## src/pde_pkg.sv

```systemverilog
`default_nettype none

package pde_pkg;

   // Field and word widths
   localparam int WORD_W    = 32;
   localparam int PROD_W    = 2 * WORD_W;
   localparam int DEG_W     = 3;
   localparam int ORDER_W   = 3;
   localparam int COUNT_W   = 4;
   localparam int FACT_W    = 7;
   localparam int REQ_W     = 40;
   localparam int RSP_W     = 40;

   // Defaults for the top-level parameters
   localparam int MAX_DEGREE_DEF = 5;
   localparam int MAX_VALUES_DEF = 8;
   localparam int FRAC_BITS_DEF  = 16;

   // Largest order that ever gets scaled (degree five at most)
   localparam int MAX_FACT_ARG = 5;

   // Register map
   localparam int COEF_REGS = 6;
   localparam int CSR_IDX_W = 3;
   localparam logic [CSR_IDX_W-1:0] CSR_COEF_LAST = CSR_IDX_W'(COEF_REGS - 1);
   localparam logic [CSR_IDX_W-1:0] CSR_DEGREE    = CSR_IDX_W'(COEF_REGS);
   localparam logic [DEG_W-1:0]     DEGREE_RESET  = DEG_W'(1);

   typedef logic signed [WORD_W-1:0] word_type;
   typedef logic signed [PROD_W-1:0] prod_type;
   typedef word_type [COEF_REGS-1:0] coef_bank_type;

   // Configuration as seen by the datapath
   typedef struct packed {
      coef_bank_type          coef;
      logic [DEG_W-1:0]       degree;
   } cfg_type;

   typedef struct packed {
      word_type value;
      logic     hit;
   } clip_type;

   typedef enum logic [2:0] {
      ST_IDLE,
      ST_START,
      ST_MUL,
      ST_ADD,
      ST_SCALE,
      ST_CLIP,
      ST_EMIT
   } state_type;

   // Saturate a wide signed value into one word
   function automatic clip_type clip_word(input prod_type v);
      clip_type r;
      logic     all_one;
      logic     any_one;
      all_one = &v[PROD_W-1:WORD_W-1];
      any_one = |v[PROD_W-1:WORD_W-1];
      r.hit   = any_one && !all_one;
      if (r.hit) begin
         r.value = v[PROD_W-1] ? {1'b1, {(WORD_W-1){1'b0}}} : {1'b0, {(WORD_W-1){1'b1}}};
      end else begin
         r.value = v[WORD_W-1:0];
      end
      return r;
   endfunction

   // j! for the orders that are scaled
   function automatic logic [FACT_W-1:0] factorial(input logic [ORDER_W-1:0] j);
      logic [FACT_W-1:0] f;
      f = FACT_W'(1);
      for (int i = 2; i <= MAX_FACT_ARG; i++) begin
         if (ORDER_W'(i) <= j) begin
            f = FACT_W'(f * i);
         end
      end
      return f;
   endfunction

endpackage

`default_nettype wire

```

## src/pde_mul.sv

```systemverilog
`default_nettype none

// Shared signed multiplier, product registered
module pde_mul (
   input  wire logic              clock,
   input  wire logic              enable,
   input  wire pde_pkg::word_type op_a,
   input  wire pde_pkg::word_type op_b,
   output pde_pkg::prod_type      prod_ff
);

   pde_pkg::prod_type prod_in;

   assign prod_in = pde_pkg::PROD_W'(op_a) * pde_pkg::PROD_W'(op_b);

   always_ff @(posedge clock) begin
      if (enable) begin
         prod_ff <= prod_in;
      end
   end

endmodule

`default_nettype wire

```

## src/pde_csr.sv

```systemverilog
`default_nettype none

// Coefficient and degree registers
module pde_csr #(
   parameter int FRAC_BITS = pde_pkg::FRAC_BITS_DEF
) (
   input  wire logic                            clock,
   input  wire logic                            reset,
   input  wire logic                            csr_valid,
   output logic                                 csr_ready,
   input  wire logic [pde_pkg::CSR_IDX_W-1:0]   csr_index,
   input  wire logic [pde_pkg::WORD_W-1:0]      csr_wdata,
   output pde_pkg::cfg_type                     cfg
);

   localparam pde_pkg::word_type ONE_FIX = pde_pkg::WORD_W'(1) << FRAC_BITS;

   // reset polynomial is 1 - x
   localparam pde_pkg::coef_bank_type COEF_RESET =
      {{(pde_pkg::COEF_REGS - 2){pde_pkg::word_type'(0)}}, -ONE_FIX, ONE_FIX};

   pde_pkg::coef_bank_type        coef_ff, coef_in;
   logic [pde_pkg::DEG_W-1:0]     degree_ff, degree_in;

   assign csr_ready = 1'b1;

   // Register write decode; indices beyond the map are dropped
   always_comb begin
      coef_in   = coef_ff;
      degree_in = degree_ff;
      if (csr_valid) begin
         if (csr_index <= pde_pkg::CSR_COEF_LAST) begin
            coef_in[csr_index] = csr_wdata;
         end else if (csr_index == pde_pkg::CSR_DEGREE) begin
            degree_in = csr_wdata[pde_pkg::DEG_W-1:0];
         end
      end
   end

   always_ff @(posedge clock) begin
      if (reset) begin
         coef_ff    <= COEF_RESET;
         degree_ff  <= pde_pkg::DEGREE_RESET;
      end else begin
         coef_ff    <= coef_in;
         degree_ff  <= degree_in;
      end
   end

   assign cfg.coef   = coef_ff;
   assign cfg.degree = degree_ff;

endmodule

`default_nettype wire

```

## src/poly_eval_with_derivatives.sv

```systemverilog
`default_nettype none

// Polynomial value and derivatives at a point x, by repeated Horner
// synthetic division over a working copy of the coefficients. A request
// carries x and the number of results wanted; the block returns one
// response per order, 0 (the value) upwards, each derivative scaled by
// j!, with rsp_tlast on the final one and rsp_tuser set when any step
// feeding that response saturated. Orders above the degree return zero.
// One request is processed at a time and req_tready is low until its
// last response has been taken. All arithmetic runs through a single
// registered 32x32 multiplier followed by an add-and-clip step: for an
// order j at or below degree d a response takes one multiply and one
// update per division step (d - j steps), then a multiply by j! and a
// clip; an order above the degree skips the arithmetic. The request is
// accepted first, and a response may be held off by rsp_tready.
module poly_eval_with_derivatives #(
   parameter int MAX_DEGREE = pde_pkg::MAX_DEGREE_DEF,
   parameter int MAX_VALUES = pde_pkg::MAX_VALUES_DEF,
   parameter int FRAC_BITS  = pde_pkg::FRAC_BITS_DEF
) (
   input  wire logic                            clock,
   input  wire logic                            reset,
   // request: point[31:0], values_wanted[35:32], zero pad [39:36]
   input  wire logic                            req_tvalid,
   output logic                                 req_tready,
   input  wire logic [pde_pkg::REQ_W-1:0]       req_tdata,
   // response: order[2:0], result_value[34:3], zero pad [39:35]
   output logic                                 rsp_tvalid,
   input  wire logic                            rsp_tready,
   output logic [pde_pkg::RSP_W-1:0]            rsp_tdata,
   // response: saturated[0]
   output logic                                 rsp_tuser,
   output logic                                 rsp_tlast,
   input  wire logic                            csr_valid,
   output logic                                 csr_ready,
   input  wire logic [pde_pkg::CSR_IDX_W-1:0]   csr_index,
   input  wire logic [pde_pkg::WORD_W-1:0]      csr_wdata
);

   localparam int NUM_A = MAX_DEGREE + 1;
   localparam int AW    = $clog2(MAX_DEGREE + 1);
   localparam int MW    = $clog2(MAX_DEGREE + 2);
   localparam int NW    = $clog2(MAX_VALUES + 1);
   localparam int CW    = pde_pkg::COUNT_W;
   localparam int OW    = pde_pkg::ORDER_W;
   localparam int WW    = pde_pkg::WORD_W;

   pde_pkg::cfg_type    cfg;
   pde_pkg::state_type  state_ff, state_in;

   pde_pkg::word_type   x_ff, x_in;
   logic [NW-1:0]       n_ff, n_in;
   logic [MW-1:0]       m_ff, m_in;
   logic [OW-1:0]       j_ff, j_in;
   logic [AW-1:0]       k_ff, k_in;
   pde_pkg::word_type   c_ff, c_in;
   logic                ctag_ff, ctag_in;
   pde_pkg::word_type   a_ff [NUM_A];
   pde_pkg::word_type   a_in [NUM_A];
   logic [NUM_A-1:0]    tag_ff, tag_in;
   pde_pkg::word_type   val_ff, val_in;
   logic                sat_ff, sat_in;

   logic                mul_en;
   pde_pkg::word_type   mul_a, mul_b;
   pde_pkg::prod_type   prod;

   pde_pkg::word_type   req_point;
   logic [CW-1:0]       req_count;
   logic [pde_pkg::DEG_W-1:0] deg_clamp;
   logic [AW-1:0]       rd_idx;
   pde_pkg::word_type   a_rd;
   logic                tag_rd;
   pde_pkg::prod_type   sum;
   pde_pkg::clip_type   add_clip, scale_clip;
   logic                has_pass, more_steps, last_step, is_last;

   pde_csr #(
      .FRAC_BITS (FRAC_BITS)
   ) u_csr (
      .clock     (clock),
      .reset     (reset),
      .csr_valid (csr_valid),
      .csr_ready (csr_ready),
      .csr_index (csr_index),
      .csr_wdata (csr_wdata),
      .cfg       (cfg)
   );

   pde_mul u_mul (
      .clock   (clock),
      .enable  (mul_en),
      .op_a    (mul_a),
      .op_b    (mul_b),
      .prod_ff (prod)
   );

   assign req_point = req_tdata[WW-1:0];
   assign req_count = req_tdata[WW+CW-1:WW];
   assign deg_clamp = (cfg.degree > pde_pkg::DEG_W'(MAX_DEGREE)) ?
                      pde_pkg::DEG_W'(MAX_DEGREE) : cfg.degree;

   // Loop conditions
   assign has_pass   = CW'(j_ff) < CW'(m_ff);
   assign more_steps = (CW'(j_ff) + CW'(1)) < CW'(m_ff);
   assign last_step  = CW'(k_ff) == CW'(j_ff);
   assign is_last    = (CW'(j_ff) + CW'(1)) == CW'(n_ff);

   // Single read port on the working coefficients
   assign rd_idx = (state_ff == pde_pkg::ST_START) ? AW'(m_ff - MW'(1)) : k_ff;
   assign a_rd   = a_ff[rd_idx];
   assign tag_rd = tag_ff[rd_idx];

   // a[k] + floor(x * a[k+1] / 2^F), then clip
   assign sum        = pde_pkg::PROD_W'(a_rd) + (prod >>> FRAC_BITS);
   assign add_clip   = pde_pkg::clip_word(sum);
   assign scale_clip = pde_pkg::clip_word(prod);

   // Sequencer: next state, datapath updates, multiplier operands
   always_comb begin
      state_in = state_ff;
      x_in     = x_ff;
      n_in     = n_ff;
      m_in     = m_ff;
      j_in     = j_ff;
      k_in     = k_ff;
      c_in     = c_ff;
      ctag_in  = ctag_ff;
      a_in     = a_ff;
      tag_in   = tag_ff;
      val_in   = val_ff;
      sat_in   = sat_ff;
      mul_en   = 1'b0;
      mul_a    = x_ff;
      mul_b    = c_ff;

      unique case (state_ff)
         pde_pkg::ST_IDLE: begin
            if (req_tvalid) begin
               x_in   = req_point;
               n_in   = (req_count > CW'(MAX_VALUES)) ? NW'(MAX_VALUES) : NW'(req_count);
               m_in   = MW'(deg_clamp) + MW'(1);
               j_in   = '0;
               tag_in = '0;
               for (int i = 0; i < NUM_A; i++) begin
                  a_in[i] = cfg.coef[i];
               end
               state_in = (req_count == '0) ? pde_pkg::ST_IDLE : pde_pkg::ST_START;
            end
         end
         pde_pkg::ST_START: begin
            if (has_pass) begin
               // carry starts at the top coefficient, never updated
               c_in    = a_rd;
               ctag_in = tag_rd;
               k_in    = AW'(m_ff - MW'(2));
               state_in = more_steps ? pde_pkg::ST_MUL : pde_pkg::ST_SCALE;
            end else begin
               val_in   = '0;
               sat_in   = 1'b0;
               state_in = pde_pkg::ST_EMIT;
            end
         end
         pde_pkg::ST_MUL: begin
            mul_en   = 1'b1;
            state_in = pde_pkg::ST_ADD;
         end
         pde_pkg::ST_ADD: begin
            a_in[k_ff]   = add_clip.value;
            tag_in[k_ff] = tag_rd | ctag_ff | add_clip.hit;
            c_in         = add_clip.value;
            ctag_in      = tag_rd | ctag_ff | add_clip.hit;
            if (last_step) begin
               state_in = pde_pkg::ST_SCALE;
            end else begin
               k_in     = k_ff - AW'(1);
               state_in = pde_pkg::ST_MUL;
            end
         end
         pde_pkg::ST_SCALE: begin
            mul_en   = 1'b1;
            mul_a    = c_ff;
            mul_b    = WW'(pde_pkg::factorial(j_ff));
            state_in = pde_pkg::ST_CLIP;
         end
         pde_pkg::ST_CLIP: begin
            val_in   = scale_clip.value;
            sat_in   = ctag_ff | scale_clip.hit;
            state_in = pde_pkg::ST_EMIT;
         end
         pde_pkg::ST_EMIT: begin
            if (rsp_tready) begin
               if (is_last) begin
                  state_in = pde_pkg::ST_IDLE;
               end else begin
                  j_in     = j_ff + OW'(1);
                  state_in = pde_pkg::ST_START;
               end
            end
         end
         default: begin
            state_in = pde_pkg::ST_IDLE;
         end
      endcase
   end

   // Control state
   always_ff @(posedge clock) begin
      if (reset) begin
         state_ff <= pde_pkg::ST_IDLE;
      end else begin
         state_ff <= state_in;
      end
   end

   // Working registers
   always_ff @(posedge clock) begin
      x_ff    <= x_in;
      n_ff    <= n_in;
      m_ff    <= m_in;
      j_ff    <= j_in;
      k_ff    <= k_in;
      c_ff    <= c_in;
      ctag_ff <= ctag_in;
      a_ff    <= a_in;
      tag_ff  <= tag_in;
      val_ff  <= val_in;
      sat_ff  <= sat_in;
   end

   assign req_tready = (state_ff == pde_pkg::ST_IDLE);
   assign rsp_tvalid = (state_ff == pde_pkg::ST_EMIT);
   assign rsp_tdata  = {(pde_pkg::RSP_W - OW - WW)'(0), val_ff, j_ff};
   assign rsp_tuser  = sat_ff;
   assign rsp_tlast  = is_last;

endmodule

`default_nettype wire

```

## config.mk

```make
export PLATFORM = sky130hd
export DESIGN_NAME = poly_eval_with_derivatives
export DESIGN_NICKNAME = d
export VERILOG_FILES = /design/src/pde_pkg.sv /design/src/pde_mul.sv /design/src/pde_csr.sv /design/src/poly_eval_with_derivatives.sv
export SDC_FILE = /design/constraint.sdc
export NUM_CORES = 2
export LEC_CHECK = 0
export BUFFER_PORTS_ARGS = -buffer_cell sky130_fd_sc_hd__clkbuf_2
export CAP_MARGIN = 30
export CORE_UTILIZATION = 60
export DETAILED_ROUTE_END_ITERATION = 6
export PLACE_DENSITY_LB_ADDON = 0.25
export SETUP_SLACK_MARGIN = 0.15
export SLEW_MARGIN = 20
export SYNTH_ARGS = -nofsm -noshare
export SYNTH_HDL_FRONTEND = slang
export SYNTH_HIERARCHICAL = 1
export SYNTH_SLANG_ARGS = --single-unit
```

## constraint.sdc

```tcl
create_clock -name clock -period 10.95 [get_ports clock]
set_input_delay 0 -clock clock [delete_from_list [all_inputs] [get_ports clock]]
set_output_delay 0 -clock clock [all_outputs]
set_load 0.05 [all_outputs]
```

==> flow_metrics.py <==
metrics = {
    "outcome": {
        "status": "completed",
    },
    "worst_setup_path": {
        "critPathRequiredTime_ns": 11.29,
        "worstRegToRegCells": 29,
        "crit_path_end_kind": "flop",
        "crit_buf_inv": 5,
        "start_kind": "flop",
        "slowest_stage": "fa_1",
        "crit_type": "flop to flop",
        "cpMostUsedCell": "fa_1",
        "worst-path-max-fanout": 31,
        "worstReg2RegEnd": "u_mul/prod_ff[60]",
        "worst-r2r-setup-slack_ns": 0.59,
        "max_stage_delay_ns": 0.58,
        "worstPathArrival_ns": 10.70,
        "reg2reg_from": "state_ff[2]",
        "crit_family": "adder cells",
    },
    "synthesis": {
        "synthCells": 6551,
        "synth.distinct_cells": 96,
        "netlist.area_leader.share_pct": 33.29,
        "ys.flop_type": "edfxtp_1",
        "ys_top_cells_by_count": "1083 x fa_1, 1007 x nand2_1, 975 x inv_1",
        "yosysMostFrequentCell": "fa_1",
        "yosys.area.top_type": "fa_1",
        "async_flop_share_pct": 0,
        "synth_seq_area_share_pct": 23.29,
        "synth_edf_count": 373,
        "syn_avg_cell_area_um2": 9.940,
        "synth_area_leaders": "fa_1 33%, edfxtp_1 17%, dfxtp_1 6.1%",
        "syn_area_um2": 65120,
        "ys_ff_latch": 571,
        "synth_warnings": 6,
    },
    "drt": {
        "detail_route.wl_per_cell_um": 21.96,
        "vias": 47440,
        "route.detailed.drc": 0,
        "drtIter0Drc": 4172,
        "vias_per_cell": 5.933,
        "ant_nets": 0,
        "routed_wl_um": 175600,
        "drt_pass1_iterations": 6,
    },
    "layout": {
        "multi_input_area_um2": 44700,
        "drive_gt1_share_pct": 7.023,
        "insertedDiodeCount": 0,
        "nets": 7956,
        "syn2layout_area_growth_pct": 7.144,
        "fill_cells": 8355,
        "final-seq-area_um2": 15160,
    },
    "sta": {
        "post-route-min-period_ns": 10.36,
        "rsz0062_at_grt": "no",
        "final-hold-violation-count": 0,
        "fmaxAchievable_mhz": 96.48,
        "tightest_slew_ns": 1.065,
        "period_share_pct": 94.66,
        "final-setup-viol-count": 0,
        "finalClockSkew_ns": 0.04869,
        "finalSetupTns_ns": 0,
        "max_slew_margin_pct": 28.46,
        "slew_viol_final": 0,
    },
    "cts": {
        "cts.sinks": 571,
        "cts_tree": "yes",
        "clk_path_buf_depth": 3,
        "clock_latency_ns": 0.64,
        "clkTransAtPathRegs_ns": 0.07,
        "cts_made_buffers": 53,
        "post_cts.repair.setup_buffers": 0,
        "cts_max_level": 2,
        "cts_root_buffer": "clkbuf_16",
    },
    "hold_path": {
        "worstHoldEndpoint": "u_csr/cfg[7]",
        "hold_class": "primary input to flop",
        "worstHoldStart": "csr_index[1]",
        "hold_path_depth": 4,
    },
    "global_route": {
        "grt_pass1_wl_um": 281700,
        "grt_max_degree": 94,
        "gr-total-overflow": 0,
        "grt_usage_pct": 32.81,
        "first_global_vias": 49870,
        "antenna_found_initial": 4,
    },
    "floorplanning": {
        "start_util_pct": 60.66,
        "die_h_um": 331.4,
        "core_area_um2": 107400,
        "pin_count": 125,
        "dieArea_um2": 109900,
        "rows": 120,
        "dieWidth_um": 331.4,
    },
    "place": {
        "hpwl_um": 134100,
        "io_buffers": 114,
        "place_congestion": 0.9446,
    },
    "run": {
        "cap_viol_max_count": 0,
    },
}
-- layer usage --
layer,up-vias,GRT usage (%),routed length [um]
met2,2147,52.35,82250
met1,24110,45.80,72330
li1,20880,-,-
met4,0,10.10,5149
met5,-,0,0
met3,314,6.109,15870
-- cell families after synthesis --
logic type | count (synthesis) | synth area share, %
fa+ha+maj | 1328 | 38.00
flops | 571 | 23.29
other cells | 2 | 0.01153
simple gates | 2165 | 16.35
buf+inv | 1396 | 8.364
mux | 266 | 4.725
compound gates | 702 | 7.638
xor+xnor | 121 | 1.627
-- through the flow --
step / cell area [um2] / hold WS [ns] / setup slack [ns] / util (%) / cells
CTS: 69640 / 0.002840 / 0.6805 / 64.87 / 7987
floorplan: 65140 / 0.06907 / 0.8237 / - / 6556
global placement: 66990 / 0.1786 / 0.8290 / 62.40 / 7801
detailed placement: 67110 / 0.1829 / 0.7652 / 62.51 / 7809
global route: 69770 / 0.03786 / 0.1995 / 64.99 / 7996
finish: 69770 / 0.03464 / 0.5850 / 64.99 / 7996
-- final cells by class --
type                       count  share of cell area (%)
clock buffer                  81                   2.320
timing repair buffer         357                   3.920
multi-input combinational   4589                   64.07
tap                         1403                   2.516
inverter                     976                   5.251
sequential                   571                   21.73
clock inverter                19                  0.1883
-- cells in the final DEF, fill, tap and decap left out, drive strengths merged, types with 5 or more instances in the layout --
cell,Yosys,final
dfxtp,198,198
o21ai,132,132
nand2b,226,226
ha,245,245
dlygate4sd3,0,78
nor2b,20,20
o21bai,13,13
or2,7,7
a211o,7,7
clkinv,1,16
clkbuf,350,197
or4,6,6
and2,549,549
fa,1083,1083
nand4,44,44
nand3,28,28
or4b,5,5
edfxtp,373,373
inv,975,977
nand2,1008,1008
a31oi,17,17
a21o,35,35
mux2i,232,232
a311oi,7,7
conb,2,7
nor4,16,16
xnor2,65,65
a211oi,10,10
a21boi,5,5
o21a,55,55
o311ai,192,192
a21oi,141,141
nor3,41,41
o211ai,47,47
mux4,33,33
xor2,56,56
nor2,168,168
and3,15,15
or3,7,7
buf,70,163
-- what timing repair did --
action | 4_1_cts | 5_1_grt
gates resized for setup | 0 | 2
setup endpoints to repair | 0 | 2
hold buffers | 78 | 0
endpoints found under the hold margin | 238 | 0
-- worst max path at each step --
stage	startpoint	end	slack, ns	cells past startpoint
final	state_ff[2]	u_mul/prod_ff[60]	0.59	29
after global routing	state_ff[0]	u_mul/prod_ff[63]	0.20	24
after CTS	state_ff[2]	u_mul/prod_ff[63]	0.68	29
after detailed placement	state_ff[2]	u_mul/prod_ff[63]	0.77	29
after global placement	state_ff[0]	u_mul/prod_ff[60]	0.83	26
after floorplan	j_ff[0]	u_mul/prod_ff[63]	0.82	34
-- state kept, by name, indices dropped and copies added, names as in the netlist --
name / cells
n_ff: 4
val_ff: 32
m_ff: 3
u_csr/cfg: 192
a_ff: 192
x_ff: 32
tag_ff: 6
k_ff: 3
ctag_ff: 1
u_csr/degree_ff: 3
rsp_tuser: 1
state_ff: 3
c_ff: 32
u_mul/prod_ff: 64
j_ff: 3
-- worst register-to-register path, delay by kind of cell (launching register included) --
kind / cells / cell delay [ns]
adder cells (fa/ha/maj): 9 / 4.51
AND/OR/NAND/NOR: 7 / 2.27
AO/OA/AOI/OAI: 8 / 2.19
flip-flops: 1 / 0.56
buffers and inverters: 5 / 0.56
Power is left out: the tool's default activity adds up to more than one toggle a clock period on the data nets, which glitch-free logic cannot reach.
